--- config.mk ---
export PLATFORM = sky130hd
export DESIGN_NAME = ps2_mouse_packet_tracker_flat
export DESIGN_NICKNAME = d
export VERILOG_FILES = /design/src/sv/ps2mt_pkg.sv /design/src/sv/ps2mt_byte_if.sv /design/src/sv/ps2mt_cursor_if.sv /design/src/sv/ps2mt_cfg_if.sv /design/src/sv/ps2mt_axis.sv /design/src/sv/ps2_mouse_packet_tracker.sv /design/src/flat_wrapper.sv
export SDC_FILE = /design/constraint.sdc
export NUM_CORES = 1
export LEC_CHECK = 0
export ABC_AREA = 0
export BUFFER_PORTS_ARGS = -buffer_cell sky130_fd_sc_hd__buf_2
export CAP_MARGIN = 25
export CORE_ASPECT_RATIO = 1.25
export CORE_UTILIZATION = 40
export CTS_BUF_LIST = sky130_fd_sc_hd__clkbuf_4 sky130_fd_sc_hd__clkbuf_8 sky130_fd_sc_hd__clkbuf_16
export DETAILED_ROUTE_END_ITERATION = 16
export GPL_TIMING_DRIVEN = 1
export PLACE_DENSITY_LB_ADDON = 0.3
export SYNTH_ARGS = -nofsm -noshare
export SYNTH_HDL_FRONTEND = slang
export SYNTH_SLANG_ARGS = --single-unit
--- constraint.sdc ---
create_clock -name clk -period 10.2 [get_ports clk]
set_clock_uncertainty 0.1 [all_clocks]
set_input_delay 1.02 -clock clk [delete_from_list [all_inputs] [get_ports clk]]
set_output_delay 1.02 -clock clk [all_outputs]
set_load 0.02 [all_outputs]
--- src/sv/ps2mt_pkg.sv ---
// Package for the PS/2 mouse packet tracker.
// Holds widths, register indexes, phase codes and the axis move type.
// No dependencies; the other files, but for the byte channel interface, use it by scoped names.
package ps2mt_pkg;

	// Width of the internal cursor position.
	localparam int COORD_BITS = 12;
	// Width of the cursor fields on the result channel.
	localparam int OUT_BITS = 12;
	// Width of a configuration register.
	localparam int CFG_BITS = 13;
	// Width of the configuration register index.
	localparam int CFG_IDX_BITS = 4;

	// Signed working width for position plus move (moves span -511 to +510).
	localparam int SUM_BITS = ((COORD_BITS > 10) ? COORD_BITS : 10) + 2;
	// Width used to compare a screen limit with the coordinate range.
	localparam int CMP_BITS = (CFG_BITS > COORD_BITS) ? CFG_BITS : COORD_BITS;

	// Configuration register indexes.
	localparam logic [CFG_IDX_BITS-1:0] CFG_SCREEN_WIDTH  = CFG_IDX_BITS'(0);
	localparam logic [CFG_IDX_BITS-1:0] CFG_SCREEN_HEIGHT = CFG_IDX_BITS'(1);

	// Configuration reset values.
	localparam logic [CFG_BITS-1:0] SCREEN_WIDTH_RST  = CFG_BITS'(1024);
	localparam logic [CFG_BITS-1:0] SCREEN_HEIGHT_RST = CFG_BITS'(768);

	// Status byte bit positions.
	localparam int ST_LEFT   = 0;
	localparam int ST_RIGHT  = 1;
	localparam int ST_MIDDLE = 2;
	localparam int ST_SYNC   = 3;
	localparam int ST_XSIGN  = 4;
	localparam int ST_YSIGN  = 5;
	localparam int ST_XOVF   = 6;
	localparam int ST_YOVF   = 7;

	// Byte phase codes within a packet.
	localparam logic [1:0] PH_STATUS = 2'd0;
	localparam logic [1:0] PH_XMOVE  = 2'd1;
	localparam logic [1:0] PH_YMOVE  = 2'd2;

	// One axis worth of movement taken from a packet.
	typedef struct packed {
		logic       neg;
		logic       ovf;
		logic [7:0] mag;
	} move_t;

endpackage

--- src/sv/ps2mt_byte_if.sv ---
// Input channel of the PS/2 mouse packet tracker: one raw mouse byte per item.
// Depends on nothing beyond the handshake signals it carries.
interface ps2mt_byte_if;
	logic       valid;
	logic       ready;
	logic [7:0] data_byte;

	modport source (output valid, output data_byte, input ready);
	modport sink (input valid, input data_byte, output ready);
endinterface

--- src/sv/ps2mt_cursor_if.sv ---
// Result channel of the PS/2 mouse packet tracker: cursor position and buttons.
// Depends on ps2mt_pkg for the field widths.
interface ps2mt_cursor_if;
	logic                          valid;
	logic                          ready;
	logic [ps2mt_pkg::OUT_BITS-1:0] cursor_x;
	logic [ps2mt_pkg::OUT_BITS-1:0] cursor_y;
	logic                          left_pressed;
	logic                          middle_pressed;
	logic                          right_pressed;

	modport source (output valid, output cursor_x, output cursor_y,
		output left_pressed, output middle_pressed, output right_pressed,
		input ready);
	modport sink (input valid, input cursor_x, input cursor_y,
		input left_pressed, input middle_pressed, input right_pressed,
		output ready);
endinterface

--- src/sv/ps2mt_cfg_if.sv ---
// Configuration write channel of the PS/2 mouse packet tracker.
// Depends on ps2mt_pkg for the index and data widths.
interface ps2mt_cfg_if;
	logic                              valid;
	logic                              ready;
	logic [ps2mt_pkg::CFG_IDX_BITS-1:0] index;
	logic [ps2mt_pkg::CFG_BITS-1:0]     data;

	modport source (output valid, output index, output data, input ready);
	modport sink (input valid, input index, input data, output ready);
endinterface

--- src/sv/ps2mt_axis.sv ---
// One cursor axis: applies a packet move to the position and clamps to the screen.
// Depends on ps2mt_pkg. Purely combinational.
module ps2mt_axis (
	input  logic [ps2mt_pkg::COORD_BITS-1:0] pos,
	input  ps2mt_pkg::move_t                 move,
	input  logic                             invert,
	input  logic [ps2mt_pkg::CFG_BITS-1:0]   size,
	output logic [ps2mt_pkg::COORD_BITS-1:0] new_pos
);

	localparam int CB = ps2mt_pkg::COORD_BITS;
	localparam int SB = ps2mt_pkg::SUM_BITS;
	localparam int MB = ps2mt_pkg::CMP_BITS;
	localparam logic [CB-1:0] COORD_MAX = '1;
	localparam logic signed [SB-1:0] OVF_STEP = SB'(255);

	logic signed [8:0]    move9;
	logic signed [SB-1:0] move_ext;
	logic signed [SB-1:0] ovf_adj;
	logic signed [SB-1:0] pos_ext;
	logic signed [SB-1:0] sum;
	logic signed [SB-1:0] lim_ext;
	logic [ps2mt_pkg::CFG_BITS-1:0] size_m1;
	logic [CB-1:0]        lim;

	// The sign bit and magnitude form a 9-bit two's complement move; overflow adds 255 in the direction of the sign.
	always_comb begin
		move9    = $signed({move.neg, move.mag});
		move_ext = SB'(move9);
		if (move.ovf) begin
			ovf_adj = move.neg ? -OVF_STEP : OVF_STEP;
		end else begin
			ovf_adj = '0;
		end
		pos_ext = $signed({{(SB-CB){1'b0}}, pos});
		sum     = invert ? (pos_ext - move_ext - ovf_adj) : (pos_ext + move_ext + ovf_adj);
	end

	// Limit is size minus one, a zero size holds the axis at 0, and the
	// coordinate range caps it.
	always_comb begin
		size_m1 = size - 1'b1;
		if (size == '0) begin
			lim = '0;
		end else if (MB'(size_m1) > MB'(COORD_MAX)) begin
			lim = COORD_MAX;
		end else begin
			lim = CB'(size_m1);
		end
		lim_ext = $signed({{(SB-CB){1'b0}}, lim});
	end

	// Clamp the new position into zero to the limit.
	always_comb begin
		if (sum[SB-1]) begin
			new_pos = '0;
		end else if (sum > lim_ext) begin
			new_pos = lim;
		end else begin
			new_pos = sum[CB-1:0];
		end
	end

endmodule

--- src/sv/ps2_mouse_packet_tracker.sv ---
// Top level of the PS/2 mouse packet tracker: byte framing, position state,
// configuration registers and the result register.
// Depends on ps2mt_pkg, the three channel interfaces and ps2mt_axis.
//
//  Channel  Dir  Carries                                     Handshake
//  mouse    in   data_byte                                   valid/ready
//  cursor   out  cursor_x, cursor_y, left/middle/right       valid/ready
//  cfg      in   index, data (screen_width, screen_height)   valid/ready
//
// One item is accepted per cycle unless a stalled result holds the input
// register. An item enters the input register and is processed from there; the
// third byte of a packet loads the result register, from which the result is
// offered.
// Reset clears the framing state, the position and the result valid flag and
// restores the screen size. A stalled result holds only a third byte in the
// input register; other bytes keep flowing. Configuration is always ready.
module ps2_mouse_packet_tracker (
	input  logic              clk,
	input  logic              arst_n,
	ps2mt_byte_if.sink        mouse,
	ps2mt_cursor_if.source    cursor,
	ps2mt_cfg_if.sink         cfg
);

	localparam int CB = ps2mt_pkg::COORD_BITS;

	logic                             valid_s1;
	logic [7:0]                       byte_s1;
	logic                             skip_q;
	logic [1:0]                       phase_q;
	logic [7:0]                       status_q;
	logic [7:0]                       xmove_q;
	logic [CB-1:0]                    pos_x_q;
	logic [CB-1:0]                    pos_y_q;
	logic [ps2mt_pkg::CFG_BITS-1:0]   width_q;
	logic [ps2mt_pkg::CFG_BITS-1:0]   height_q;
	logic                             out_valid_q;

	logic                             produces;
	logic                             out_free;
	logic                             adv_s1;
	ps2mt_pkg::move_t                 move_x;
	ps2mt_pkg::move_t                 move_y;
	logic [CB-1:0]                    new_x;
	logic [CB-1:0]                    new_y;

	// Handshake: the input register moves on unless its byte makes a result
	// that the full result register cannot take.
	always_comb begin
		produces = valid_s1 && !skip_q && (phase_q == ps2mt_pkg::PH_YMOVE);
		out_free = !out_valid_q || cursor.ready;
		adv_s1   = valid_s1 && (!produces || out_free);
	end

	assign mouse.ready  = !valid_s1 || adv_s1;
	assign cfg.ready    = 1'b1;
	assign cursor.valid = out_valid_q;

	// Input register.
	always_ff @(posedge clk or negedge arst_n) begin
		if (!arst_n) begin
			valid_s1 <= 1'b0;
		end else if (mouse.ready) begin
			valid_s1 <= mouse.valid;
		end
	end

	always_ff @(posedge clk) begin
		if (mouse.valid && mouse.ready) begin
			byte_s1 <= mouse.data_byte;
		end
	end

	// Configuration registers.
	always_ff @(posedge clk or negedge arst_n) begin
		if (!arst_n) begin
			width_q  <= ps2mt_pkg::SCREEN_WIDTH_RST;
			height_q <= ps2mt_pkg::SCREEN_HEIGHT_RST;
		end else if (cfg.valid) begin
			unique case (cfg.index)
				ps2mt_pkg::CFG_SCREEN_WIDTH: begin
					width_q <= cfg.data;
				end
				ps2mt_pkg::CFG_SCREEN_HEIGHT: begin
					height_q <= cfg.data;
				end
				default: begin
				end
			endcase
		end
	end

	// Moves for both axes; Y is inverted so that rows grow downward.
	always_comb begin
		move_x.neg = status_q[ps2mt_pkg::ST_XSIGN];
		move_x.ovf = status_q[ps2mt_pkg::ST_XOVF];
		move_x.mag = xmove_q;
		move_y.neg = status_q[ps2mt_pkg::ST_YSIGN];
		move_y.ovf = status_q[ps2mt_pkg::ST_YOVF];
		move_y.mag = byte_s1;
	end

	ps2mt_axis u_axis_x (
		.pos     (pos_x_q),
		.move    (move_x),
		.invert  (1'b0),
		.size    (width_q),
		.new_pos (new_x)
	);

	ps2mt_axis u_axis_y (
		.pos     (pos_y_q),
		.move    (move_y),
		.invert  (1'b1),
		.size    (height_q),
		.new_pos (new_y)
	);

	// Packet framing and position state.
	always_ff @(posedge clk or negedge arst_n) begin
		if (!arst_n) begin
			skip_q   <= 1'b1;
			phase_q  <= ps2mt_pkg::PH_STATUS;
			status_q <= '0;
			xmove_q  <= '0;
			pos_x_q  <= '0;
			pos_y_q  <= '0;
		end else if (adv_s1) begin
			if (skip_q) begin
				skip_q <= 1'b0;
			end else begin
				unique case (phase_q)
					ps2mt_pkg::PH_STATUS: begin
						if (byte_s1[ps2mt_pkg::ST_SYNC]) begin
							status_q <= byte_s1;
							phase_q  <= ps2mt_pkg::PH_XMOVE;
						end
					end
					ps2mt_pkg::PH_XMOVE: begin
						xmove_q <= byte_s1;
						phase_q <= ps2mt_pkg::PH_YMOVE;
					end
					ps2mt_pkg::PH_YMOVE: begin
						pos_x_q <= new_x;
						pos_y_q <= new_y;
						phase_q <= ps2mt_pkg::PH_STATUS;
					end
					default: begin
						phase_q <= ps2mt_pkg::PH_STATUS;
					end
				endcase
			end
		end
	end

	// Result register valid flag.
	always_ff @(posedge clk or negedge arst_n) begin
		if (!arst_n) begin
			out_valid_q <= 1'b0;
		end else if (adv_s1 && produces) begin
			out_valid_q <= 1'b1;
		end else if (cursor.ready) begin
			out_valid_q <= 1'b0;
		end
	end

	// Result register payload.
	always_ff @(posedge clk) begin
		if (adv_s1 && produces) begin
			cursor.cursor_x       <= ps2mt_pkg::OUT_BITS'(new_x);
			cursor.cursor_y       <= ps2mt_pkg::OUT_BITS'(new_y);
			cursor.left_pressed   <= status_q[ps2mt_pkg::ST_LEFT];
			cursor.middle_pressed <= status_q[ps2mt_pkg::ST_MIDDLE];
			cursor.right_pressed  <= status_q[ps2mt_pkg::ST_RIGHT];
		end
	end

	// The startup byte is dropped exactly once.
	a_skip_once: assert property (@(posedge clk) disable iff (!arst_n)
		(adv_s1 && skip_q) |=> !skip_q)
		else $error("startup skip flag not cleared after its item");

	// A finished packet returns framing to the status phase and shows a result.
	a_packet_done: assert property (@(posedge clk) disable iff (!arst_n)
		(adv_s1 && produces) |=> (out_valid_q && (phase_q == ps2mt_pkg::PH_STATUS)))
		else $error("packet end did not load the result or reset the phase");

	// A byte held in the input register by a stalled result does not change.
	a_s1_hold: assert property (@(posedge clk) disable iff (!arst_n)
		(valid_s1 && !adv_s1) |=> (valid_s1 && $stable(byte_s1)))
		else $error("input register item lost while stalled");

endmodule

--- src/flat_wrapper.sv ---
// flat-port wrapper written by rule: the top's interface ports become plain ports
module ps2_mouse_packet_tracker_flat 
  (clk, arst_n, mouse_valid, mouse_data_byte, mouse_ready, cursor_valid, cursor_cursor_x, cursor_cursor_y, cursor_left_pressed, cursor_middle_pressed, cursor_right_pressed, cursor_ready, cfg_valid, cfg_index, cfg_data, cfg_ready);
  ps2mt_byte_if mouse_i ();
  ps2mt_cursor_if cursor_i ();
  ps2mt_cfg_if cfg_i ();
  input  logic clk;
  input  logic arst_n;
  input wire logic [$bits(mouse_i.valid)-1:0] mouse_valid;
  input wire logic [$bits(mouse_i.data_byte)-1:0] mouse_data_byte;
  output wire logic [$bits(mouse_i.ready)-1:0] mouse_ready;
  output wire logic [$bits(cursor_i.valid)-1:0] cursor_valid;
  output wire logic [$bits(cursor_i.cursor_x)-1:0] cursor_cursor_x;
  output wire logic [$bits(cursor_i.cursor_y)-1:0] cursor_cursor_y;
  output wire logic [$bits(cursor_i.left_pressed)-1:0] cursor_left_pressed;
  output wire logic [$bits(cursor_i.middle_pressed)-1:0] cursor_middle_pressed;
  output wire logic [$bits(cursor_i.right_pressed)-1:0] cursor_right_pressed;
  input wire logic [$bits(cursor_i.ready)-1:0] cursor_ready;
  input wire logic [$bits(cfg_i.valid)-1:0] cfg_valid;
  input wire logic [$bits(cfg_i.index)-1:0] cfg_index;
  input wire logic [$bits(cfg_i.data)-1:0] cfg_data;
  output wire logic [$bits(cfg_i.ready)-1:0] cfg_ready;
  assign mouse_i.valid = mouse_valid;
  assign mouse_i.data_byte = mouse_data_byte;
  assign mouse_ready = mouse_i.ready;
  assign cursor_valid = cursor_i.valid;
  assign cursor_cursor_x = cursor_i.cursor_x;
  assign cursor_cursor_y = cursor_i.cursor_y;
  assign cursor_left_pressed = cursor_i.left_pressed;
  assign cursor_middle_pressed = cursor_i.middle_pressed;
  assign cursor_right_pressed = cursor_i.right_pressed;
  assign cursor_i.ready = cursor_ready;
  assign cfg_i.valid = cfg_valid;
  assign cfg_i.index = cfg_index;
  assign cfg_i.data = cfg_data;
  assign cfg_ready = cfg_i.ready;
  ps2_mouse_packet_tracker u_core (.clk(clk), .arst_n(arst_n), .mouse(mouse_i), .cursor(cursor_i), .cfg(cfg_i));
endmodule
==> run summary, run 1 <==
Sequential cell area: 2808 um^2
Die X: 121.5 um
Starting Density: 0.4096
Required @ worst endpoint: 10,340 ps
HP Start: u_core.valid_s1$_DFFE_PN0N_
DRT Wirelength: 16,510 um
Number of fill cells: 1,695
Hold Vio Cnt, Final: 0
CTS tree: yes
DR DRC count: 0
CTS root buffer: clkbuf_16
Post-synth EDFFs: 35
Vias in the first global route: 5,380
Instance area at placement: 7669 um^2
Crit Path Class: reg -> reg
Final setup viols: 0
Number of max-cap violations: 0
Count of different cell masters after synthesis: 70
Cell area after synthesis: 7141 um^2
Clock buffer depth: 2
Ys async rst share: 0.6667
RD Place Congestion: 0.8402
Die area: 18,390 um^2
Final worst path period need: 5708 ps
Syn-to-layout area delta: 11.90%
Flops & latches, synth: 105
Post-route antenna net violation count: 0
Iteration count of the initial detailed-routing pass: 4
Port bufs: 58
Total number of vias: 5,310
Worst-margin pin slew: 962.6 ps
Post-CTS setup buffers: 0
Maximum clock rate: 0.1752 GHz
Drt wl/cell: 16.88 um
CP peak stage delay: 830 ps
Io pins: 60
Clock sink count: 105
Fin nets: 857
Worst Hold Class: reg -> reg
Avg Cell Area, Syn: 10.29 um^2
Status: finished, final reports clean
Worst Path Arrival: 5850 ps
CP startpoint kind: flip-flop
Critical Path Fanout Max: 24
Cts repair resizes: 0
Grt total ovfl: 0
Initial antenna violation count: 0
Hold_buf cts: 0
Die H: 151.4 um
Site row count: 54
Worst relative slew slack: 0.3583
TritonCTS Buffers: 9
Crit-path cells: nor2b_1 > fa_1 > ha_1 > fa_1 > a21oi_1 > nand4b_1 > a31oi_1 > o311ai_0 > ha_1 > nand2_1 > o41ai_1 > a22o_1 > nor3_1 > a211o_1
Slowest stage cell on the critical path: a22o_1
Worst Setup End Kind: flip-flop
Post-synthesis sequential area ratio: 0.3932
Worst reg-to-reg path cell count: 14
Core area: 17,430 um^2
First-pass GRT wire length: 27,380 um
Post-route cell area: 7990 um^2
Final period utilization: 0.5597
Ant diodes: 0
Largest net degree at the start of global routing: 71
WHS Path Cells: 1
Worst r2r dst: u_core.pos_x_q[3]$_DFFE_PN0P_
Initial DRC count: 167
Worst reg-to-reg setup slack: 4490 ps
WHS: 297.5 ps
Layout cells sized above 1: 0.1764
Synth Flop Type: dfrtp_1
Synthesis Warnings: 0
Hold endpoint: u_core.skip_q$_DFFE_PN1P_
Skew-Pair Late Insertion Delay: 360 ps
R2R Path Start: u_core.status_q[4]$_DFFE_PN0P_
Cells after Synth: 694
CTS H-Tree Depth: 3
Global-route usage over all layers: 0.1949
Final setup TNS: 0 ps
CTS clk-pin slew, worst paths: 80 ps
Post-DP HPWL: 12,560 um
DR vias/cell: 5.429
RSZ-0062 raised after global routing: no
Slew Limit Fails: 0
Syn nets: 802
Multi-input logic area: 4088 um^2
critical path, delay by kind of cell, from the launching register on:
| family | cells | cell delay [ps] |
|---|---|---|
| AO/OA/AOI/OAI | 6 | 2430 |
| adder cells (fa/ha/maj) | 4 | 1440 |
| AND/OR/NAND/NOR | 4 | 1090 |
| flip-flops | 1 | 520 |
registers in the layout (all words and copies together) (netlist names):
name	cells
u_core.height_q	13
u_core.pos_y_q	12
u_core.skip_q	1
u_core.width_q	13
u_core.byte_s1	8
u_core.status_q	7
u_core.cursor.cursor_x	12
u_core.pos_x_q	12
u_core.valid_s1	1
u_core.cursor.middle_pressed	1
u_core.xmove_q	8
u_core.cursor.valid	1
u_core.cursor.left_pressed	1
u_core.cursor.cursor_y	12
u_core.phase_q	2
u_core.cursor.right_pressed	1
stage by stage:
| step | utilization | setup WS, ps | instances |
|---|---|---|---|
| 4_1_cts | 0.4568 | 4491 | 977 |
| 5_1_grt | 0.4584 | 3962 | 978 |
| 6_report | 0.4584 | 4492 | 978 |
| 3_5_place_dp | 0.4399 | 4500 | 961 |
| 3_3_place_gp | 0.4395 | 4664 | 960 |
| 2_1_floorplan | - | 5443 | 694 |
worst max path at each step:
| stage | cells after the start | endpoint | slack [ps] | from |
|---|---|---|---|---|
| 6_report | 14 | u_core.pos_x_q[3]$_DFFE_PN0P_ | 4490 | u_core.status_q[4]$_DFFE_PN0P_ |
| 5_1_grt | 14 | u_core.pos_x_q[3]$_DFFE_PN0P_ | 3960 | u_core.status_q[4]$_DFFE_PN0P_ |
| 4_1_cts | 14 | u_core.pos_x_q[3]$_DFFE_PN0P_ | 4490 | u_core.status_q[4]$_DFFE_PN0P_ |
| 3_5_place_dp | 14 | u_core.pos_x_q[3]$_DFFE_PN0P_ | 4500 | u_core.status_q[4]$_DFFE_PN0P_ |
| 3_3_place_gp | 14 | u_core.pos_x_q[4]$_DFFE_PN0P_ | 4660 | u_core.status_q[4]$_DFFE_PN0P_ |
| 2_1_floorplan | 16 | u_core.pos_x_q[1]$_DFFE_PN0P_ | 5440 | u_core.status_q[4]$_DFFE_PN0P_ |
cells in the mapped netlist, drive strengths merged, types with 19 or more instances:
library cell,number,area (um^2)
a21oi,31,155.2
dfrtp,66,1652
edfxtp,35,1051
fa,21,420.4
ha,57,713.2
inv,42,157.7
mux2,37,416.7
nand2,63,236.5
nand2b,21,131.4
nor2,44,165.2
nor3,24,120.1
o21ai,38,190.2
xnor2,19,166.4
layout make-up:
type | instances | share of cell area
clock buffers | 9 | 0.02819
clock inverters | 7 | 0.008613
inverters | 42 | 0.01973
multi-input cells | 526 | 0.5116
flip-flops and latches | 105 | 0.3514
well taps | 224 | 0.03508
repair buffers | 65 | 0.04541
cell families (layout without fill, tap and decap cells):
group	after synthesis	count (layout)	share of synthesized area
mux	53	53	0.08078
fa+ha+maj	80	80	0.1616
flops	105	105	0.3932
xor+xnor	33	33	0.04048
other cells	1	1	0.0005252
compound gates	133	133	0.1242
simple gates	226	226	0.1640
buf+inv	63	123	0.03522
routing by layer:
metal | up-vias | share of wire | global-route usage
met1 | 2576 | 0.43 | 0.2299
met2 | 95 | 0.50 | 0.3429
met4 | 0 | 0.040 | 0.09877
li1 | 2599 | - | -
met3 | 40 | 0.025 | 0.02861
met5 | - | 0 | 0
cell usage in the layout, fill, tap and decap left out, types with 3 or more instances in the layout:
master,Yosys,final
dfrtp_1,66,66
nand2_1,63,63
buf_2,6,58
ha_1,57,57
nor2_1,44,44
inv_1,42,42
o21ai_0,37,37
mux2_2,37,37
edfxtp_1,35,35
a21oi_1,31,31
nor3_1,24,24
nand2b_1,21,21
fa_1,21,21
xnor2_1,19,19
a21o_1,17,17
mux2i_1,16,16
xor2_1,14,14
nand3_1,11,11
clkbuf_16,0,9
nor2b_1,8,8
nand4_1,8,8
and2_1,8,8
a221o_1,8,8
a211oi_1,6,6
buf_4,2,6
and3_1,5,5
or4_1,4,4
o41ai_1,4,4
dfstp_2,4,4
nor4_1,4,3
or3_1,3,3
a31oi_1,3,3
nand3b_1,3,3
nor3b_1,3,3
o21bai_1,3,3
and4_1,3,3
Power of run 1 is not shown: default switching activity piles up to over one toggle a cycle in this logic, so the estimate is an artifact.
==> inputs of run 2 (changes only) <==
- clock period: 10.2 -> 4.9 ns (I/O delays scaled with it)
==> run summary, run 2 (synthesis results as in run 1) <==
Port bufs: 58 (unchanged)
Final setup TNS: 0 ps (unchanged)
Ant diodes: 0 (unchanged)
Required @ worst endpoint: 5030 ps (was 10,340 ps)
Slowest stage cell on the critical path: fa_1 (was a22o_1)
Die H: 151.4 um (unchanged)
Most common cell after layout, fill and taps aside: dfrtp_1 (unchanged)
Hold Vio Cnt, Final: 0 (unchanged)
Fin worst setup slack: 222.1 ps (was 4492 ps)
Largest net degree at the start of global routing: 71 (unchanged)
Syn-to-layout area delta: 15.59% (was 11.90%)
DP Worst Slack: 65.68 ps (was 4500 ps)
Site row count: 54 (unchanged)
CP peak stage delay: 570 ps (was 830 ps)
Worst-margin pin slew: 957.0 ps (was 962.6 ps)
RD Place Congestion: 0.8245 (was 0.8402)
Vias in the first global route: 5,324 (was 5,380)
Clock buffer depth: 2 (unchanged)
Total number of vias: 5,358 (was 5,310)
DR vias/cell: 5.358 (was 5.429)
Final period utilization: 0.9547 (was 0.5597)
DRT Wirelength: 17,050 um (was 16,510 um)
CP startpoint kind: flip-flop (unchanged)
Sequential cell area: 2808 um^2 (unchanged)
Worst relative slew slack: 0.3620 (was 0.3583)
Final worst path period need: 4678 ps (was 5708 ps)
Post-CTS setup buffers: 0 (unchanged)
Maximum clock rate: 0.2138 GHz (was 0.1752 GHz)
Biggest regs: u_core.height_q: 13 flops, u_core.width_q: 13 flops (unchanged)
Worst reg-to-reg setup slack: 220 ps (was 4490 ps)
Multi-input logic area: 4161 um^2 (was 4088 um^2)
Iteration count of the initial detailed-routing pass: 4 (unchanged)
Post-DP HPWL: 13,010 um (was 12,560 um)
Number of max-cap violations: 0 (unchanged)
Worst Setup End Kind: flip-flop (unchanged)
Io pins: 60 (unchanged)
Die X: 121.5 um (unchanged)
Core area: 17,430 um^2 (unchanged)
Worst Path Arrival: 4810 ps (was 5850 ps)
Cts repair resizes: 0 (unchanged)
Crit-path cells: fa_1 > inv_1 > ha_1 > or2_2 > fa_2 > nand3_1 > a21boi_1 > o21ai_1 > nor2b_4 > xnor2_2 > ha_1 > o21ai_1 > o21bai_1 > a21o_1 > a221o_1 > a22oi_4 > buf_12 > mux2_2 > nor2_1 (was nor2b_1 > fa_1 > ha_1 > fa_1 > a21oi_1 > nand4b_1 > a31oi_1 > o311ai_0 > ha_1 > nand2_1 > o41ai_1 > a22o_1 > nor3_1 > a211o_1)
Commonest non-fill, non-tap cells in the layout: dfrtp_1 (66), nand2_1 (63), buf_2 (58), ha_1 (57), nor2_1 (44) (unchanged)
Initial DRC count: 227 (was 167)
Die area: 18,390 um^2 (unchanged)
RSZ-0062 raised after global routing: yes (was no)
CTS H-Tree Depth: 3 (unchanged)
Number of fill cells: 1,713 (was 1,695)
TritonCTS Buffers: 9 (unchanged)
Post-route antenna net violation count: 0 (unchanged)
Starting Density: 0.4096 (unchanged)
First-pass GRT wire length: 27,480 um (was 27,380 um)
CTS clk-pin slew, worst paths: 80 ps (about the same)
Critical Path Fanout Max: 7 (was 24)
Clock sink count: 105 (unchanged)
Status: finished, final reports clean (unchanged)
Global-route usage over all layers: 0.1981 (was 0.1949)
Grt total ovfl: 0 (unchanged)
Fin nets: 879 (was 857)
Hold_buf cts: 0 (unchanged)
CTS tree: yes (unchanged)
Worst Hold Class: in -> reg (was reg -> reg)
Slew Limit Fails: 0 (unchanged)
Final setup viols: 0 (unchanged)
Initial antenna violation count: 0 (unchanged)
Layout cells sized above 1: 0.2191 (was 0.1764)
DR DRC count: 0 (unchanged)
Drt wl/cell: 17.05 um (was 16.88 um)
Skew-Pair Late Insertion Delay: 370 ps (was 360 ps)
Crit Path Class: reg -> reg (unchanged)
CTS root buffer: clkbuf_16 (unchanged)
## run 2: cell count changes in the layout (fill, tap and decap cells not counted), moves of 2 or more
cell and change:
buf_4 +21, xor2_2 +2, mux2i_1 -4, mux2i_2 +4
xor2_1 -2, o21ai_0 -3, o21ai_1 +3
## run 2: path summary, 6_finish.rpt
| kind | cells after the start | endpoint | from |
|---|---|---|---|
| worst min-delay path | 1 | u_core.byte_s1[1]$_DFFE_PP_ | mouse_data_byte[1] |
| worst max-delay path | 19 | u_core.cursor.cursor_y[1]$_DFFE_PP_ | u_core.pos_y_q[0]$_DFFE_PN0P_ |
| max in group asynchronous | 2 | u_core.xmove_q[7]$_DFFE_PN0P_ | arst_n |
| worst max register to register | 19 | u_core.cursor.cursor_y[1]$_DFFE_PP_ | u_core.pos_y_q[0]$_DFFE_PN0P_ |
| worst min register to register | 1 | u_core.skip_q$_DFFE_PN1P_ | u_core.valid_s1$_DFFE_PN0N_ |
| min in group asynchronous | 2 | u_core.pos_y_q[10]$_DFFE_PN0P_ | arst_n |
## run 2: worst max-delay path: cells and delay by family (launching register included)
kind,cells,cell delay (ps)
adder cells (fa/ha/maj),4,1380
multiplexers,1,350
AND/OR/NAND/NOR,4,660
XOR/XNOR,1,130
flip-flops,1,410
buffers and inverters,2,230
AO/OA/AOI/OAI,7,1260
## run 2: through the flow
stage,instances,util,area [um^2],hold WS (ps)
2_1_floorplan,694,-,7141,94.41
3_3_place_gp,983,0.4501,7846,275.1
3_5_place_dp,983,0.4501,7846,291.3
4_1_cts,999,0.4678,8155,190.7
5_1_grt,1000,0.4735,8254,195.0
6_report,1000,0.4735,8254,193.3
## run 2: routing by layer
| metal | routed length, um | vias to the layer above | GRT usage |
|---|---|---|---|
| li1 | - | 2653 | - |
| met1 | 7375 | 2586 | 0.2421 |
| met2 | 8664 | 86 | 0.3412 |
| met3 | 366 | 33 | 0.01883 |
| met4 | 647 | 0 | 0.1111 |
| met5 | 0 | - | 0 |
## run 2: final cells by class
| type | instances | share of cell area |
|---|---|---|
| Timing Repair Buffer | 87 | 0.06518 |
| Multi-Input combinational cell | 526 | 0.5042 |
| Clock inverter | 7 | 0.01016 |
| Inverter | 42 | 0.01910 |
| Clock buffer | 9 | 0.02729 |
| Tap cell | 224 | 0.03395 |
| Sequential cell | 105 | 0.3402 |
Power of run 2 is left out for the same reason.
==> inputs of run 3 (changes only) <==
==> constraint.sdc (replaced) <==
create_clock -name clk -period 4.9 [get_ports clk]
set_clock_uncertainty 0.1 [all_clocks]
set_input_delay 0.245 -clock clk [delete_from_list [all_inputs] [get_ports clk]]
set_output_delay 0.245 -clock clk [all_outputs]
set_load 0.02 [all_outputs]
==> run summary, run 3 (synthesis results as in run 1) <==
Iteration count of the initial detailed-routing pass: 4 (unchanged)
R2R Path Start: u_core.status_q[7]$_DFFE_PN0P_ (was u_core.pos_y_q[0]$_DFFE_PN0P_)
Critical Path Fanout Max: 8 (was 7)
HP Start: cfg_data[7] (was mouse_data_byte[1])
Fin worst setup slack: 151.1 ps (was 222.1 ps)
Ant diodes: 0 (unchanged)
Final worst path period need: 4749 ps (was 4678 ps)
Worst-margin pin slew: 707.8 ps (was 957.0 ps)
Number of max-cap violations: 0 (unchanged)
Hold Vio Cnt, Final: 0 (unchanged)
Final setup viols: 0 (unchanged)
Total number of vias: 5,416 (was 5,358)
Most common cell after layout, fill and taps aside: dfrtp_1 (unchanged)
Slowest stage cell on the critical path: fa_1 (unchanged)
WL met3: 556 um (was 366 um)
Post-DP HPWL: 13,000 um (was 13,010 um)
Worst Setup End Kind: flip-flop (unchanged)
Biggest regs: u_core.height_q: 13 flops, u_core.width_q: 13 flops (unchanged)
Required @ worst endpoint: 4920 ps (was 5030 ps)
Commonest non-fill, non-tap cells in the layout: dfrtp_1 (66), nand2_1 (63), buf_2 (58), ha_1 (57), nor2_1 (43) (was dfrtp_1 (66), nand2_1 (63), buf_2 (58), ha_1 (57), nor2_1 (44))
Global-route usage over all layers: 0.1971 (was 0.1981)
CP peak stage delay: 570 ps (about the same)
Worst r2r dst: u_core.cursor.cursor_y[7]$_DFFE_PP_ (was u_core.cursor.cursor_y[1]$_DFFE_PP_)
Largest net degree at the start of global routing: 42 (was 71)
Crit-path cells: inv_1 > fa_1 > inv_1 > ha_1 > or2_2 > fa_2 > nand3_2 > a21boi_1 > o21ai_1 > nor2b_4 > xnor2_2 > ha_1 > o21ai_0 > o21bai_1 > a21o_1 > a221o_1 > a22oi_4 > buf_12 > mux2i_1 > nor2_1 (was fa_1 > inv_1 > ha_1 > or2_2 > fa_2 > nand3_1 > a21boi_1 > o21ai_1 > nor2b_4 > xnor2_2 > ha_1 > o21ai_1 > o21bai_1 > a21o_1 > a221o_1 > a22oi_4 > buf_12 > mux2_2 > nor2_1)
Port bufs: 58 (unchanged)
Metal-1 WL: 7376 um (was 7375 um)
CTS H-Tree Depth: 3 (unchanged)
Vias in the first global route: 5,270 (was 5,324)
DRT Wirelength: 17,010 um (was 17,050 um)
Final setup TNS: 0 ps (unchanged)
Clock buffer depth: 2 (unchanged)
WHS Path Cells: 2 (was 1)
Hold endpoint: u_core.width_q[7]$_DFFE_PN0P_ (was u_core.byte_s1[1]$_DFFE_PP_)
Die area: 18,390 um^2 (unchanged)
Drt wl/cell: 16.77 um (was 17.05 um)
Grt total ovfl: 0 (unchanged)
Initial antenna violation count: 0 (unchanged)
Status: finished, final reports clean (unchanged)
TritonCTS Buffers: 9 (unchanged)
Syn-to-layout area delta: 16.98% (was 15.59%)
Layout cells sized above 1: 0.2190 (was 0.2191)
Worst reg-to-reg setup slack: 150 ps (was 220 ps)
CTS root buffer: clkbuf_16 (unchanged)
Starting Density: 0.4096 (unchanged)
Crit Path Class: reg -> reg (unchanged)
Worst relative slew slack: 0.5282 (was 0.3620)
DR vias/cell: 5.341 (was 5.358)
Site row count: 54 (unchanged)
Slew Limit Fails: 0 (unchanged)
Skew-Pair Late Insertion Delay: 360 ps (was 370 ps)
Die H: 151.4 um (unchanged)
Worst Hold Class: in -> reg (unchanged)
CTS tree: yes (unchanged)
Post-route antenna net violation count: 0 (unchanged)
Io pins: 60 (unchanged)
DP Worst Slack: -105.4 ps (was 65.68 ps)
CP startpoint kind: flip-flop (unchanged)
Worst reg-to-reg path cell count: 20 (was 19)
Initial DRC count: 193 (was 227)
Number of fill cells: 1,700 (was 1,713)
Worst Path Arrival: 4770 ps (was 4810 ps)
First-pass GRT wire length: 27,390 um (was 27,480 um)
Core area: 17,430 um^2 (unchanged)
CTS clk-pin slew, worst paths: 80 ps (about the same)
Met2 WL: 8565 um (was 8664 um)
Maximum clock rate: 0.2106 GHz (was 0.2138 GHz)
Die X: 121.5 um (unchanged)
Clock sink count: 105 (unchanged)
Max layer used: met4 (unchanged)
Final period utilization: 0.9692 (was 0.9547)
Fin nets: 893 (was 879)
RD Place Congestion: 0.8387 (was 0.8245)
DR DRC count: 0 (unchanged)
[run 3: cell count changes in the layout (fill, tap and decap cells not counted), sizes merged]
cell         delta
buf             +5
bufinv          -1
clkinv          +1
dlygate4sd3    +10
inv             -1
[run 3: routing by layer]
metal | up-vias | track usage
met5 | - | 0
met4 | 0 | 0.09383
met3 | 27 | 0.02071
met2 | 102 | 0.3435
met1 | 2606 | 0.2428
li1 | 2681 | -
[run 3: critical path: cells and delay by family (launching register included)]
kind	cells	cell delay, ps
compound gates	7	1310
xor+xnor	1	140
fa+ha+maj	4	1400
buf+inv	3	290
flops	1	350
mux	1	270
simple gates	4	650
[run 3: what timing repair did]
action,in CTS,in global routing
buffers inserted,1,2
cloned,0,0
resized for setup,8,12
hold buffers,10,0
hold endpoints to repair,35,0
endpoints found under the setup margin,16,33
pin swaps,2,6
[run 3: stage by stage]
stage               utilization  area (um^2)  cells  hold WS [ps]
floorplan                     -         7141    694        -150.6
global placement         0.4510         7861    985         225.2
detailed placement       0.4510         7861    985         228.0
CTS                      0.4759         8295   1012         16.87
global route             0.4792         8353   1014         29.68
finish                   0.4792         8353   1014         22.37
[run 3: worst max path at each step]
stage / from / to / slack (ps)
floorplan: u_core.status_q[4]$_DFFE_PN0P_ / u_core.pos_x_q[1]$_DFFE_PN0P_ / 140
global placement: u_core.pos_y_q[0]$_DFFE_PN0P_ / u_core.cursor.cursor_y[4]$_DFFE_PP_ / -120
detailed placement: u_core.status_q[7]$_DFFE_PN0P_ / u_core.cursor.cursor_y[4]$_DFFE_PP_ / -110
CTS: u_core.status_q[7]$_DFFE_PN0P_ / u_core.pos_y_q[1]$_DFFE_PN0P_ / 1
global route: u_core.status_q[7]$_DFFE_PN0P_ / u_core.cursor.cursor_y[11]$_DFFE_PP_ / -30
finish: u_core.status_q[7]$_DFFE_PN0P_ / u_core.cursor.cursor_y[7]$_DFFE_PP_ / 150
[run 3: final cells by class]
cell class	instances	area (um^2)	area share
sequential	105	2808	0.3361
multi-input combinational	526	4156	0.4976
clock inverter	6	57.56	0.006890
tap	224	280.3	0.03355
inverter	42	157.7	0.01887
clock buffer	10	239.0	0.02861
timing repair buffer	101	654.4	0.07834
Power of run 3 is left out for the same reason.
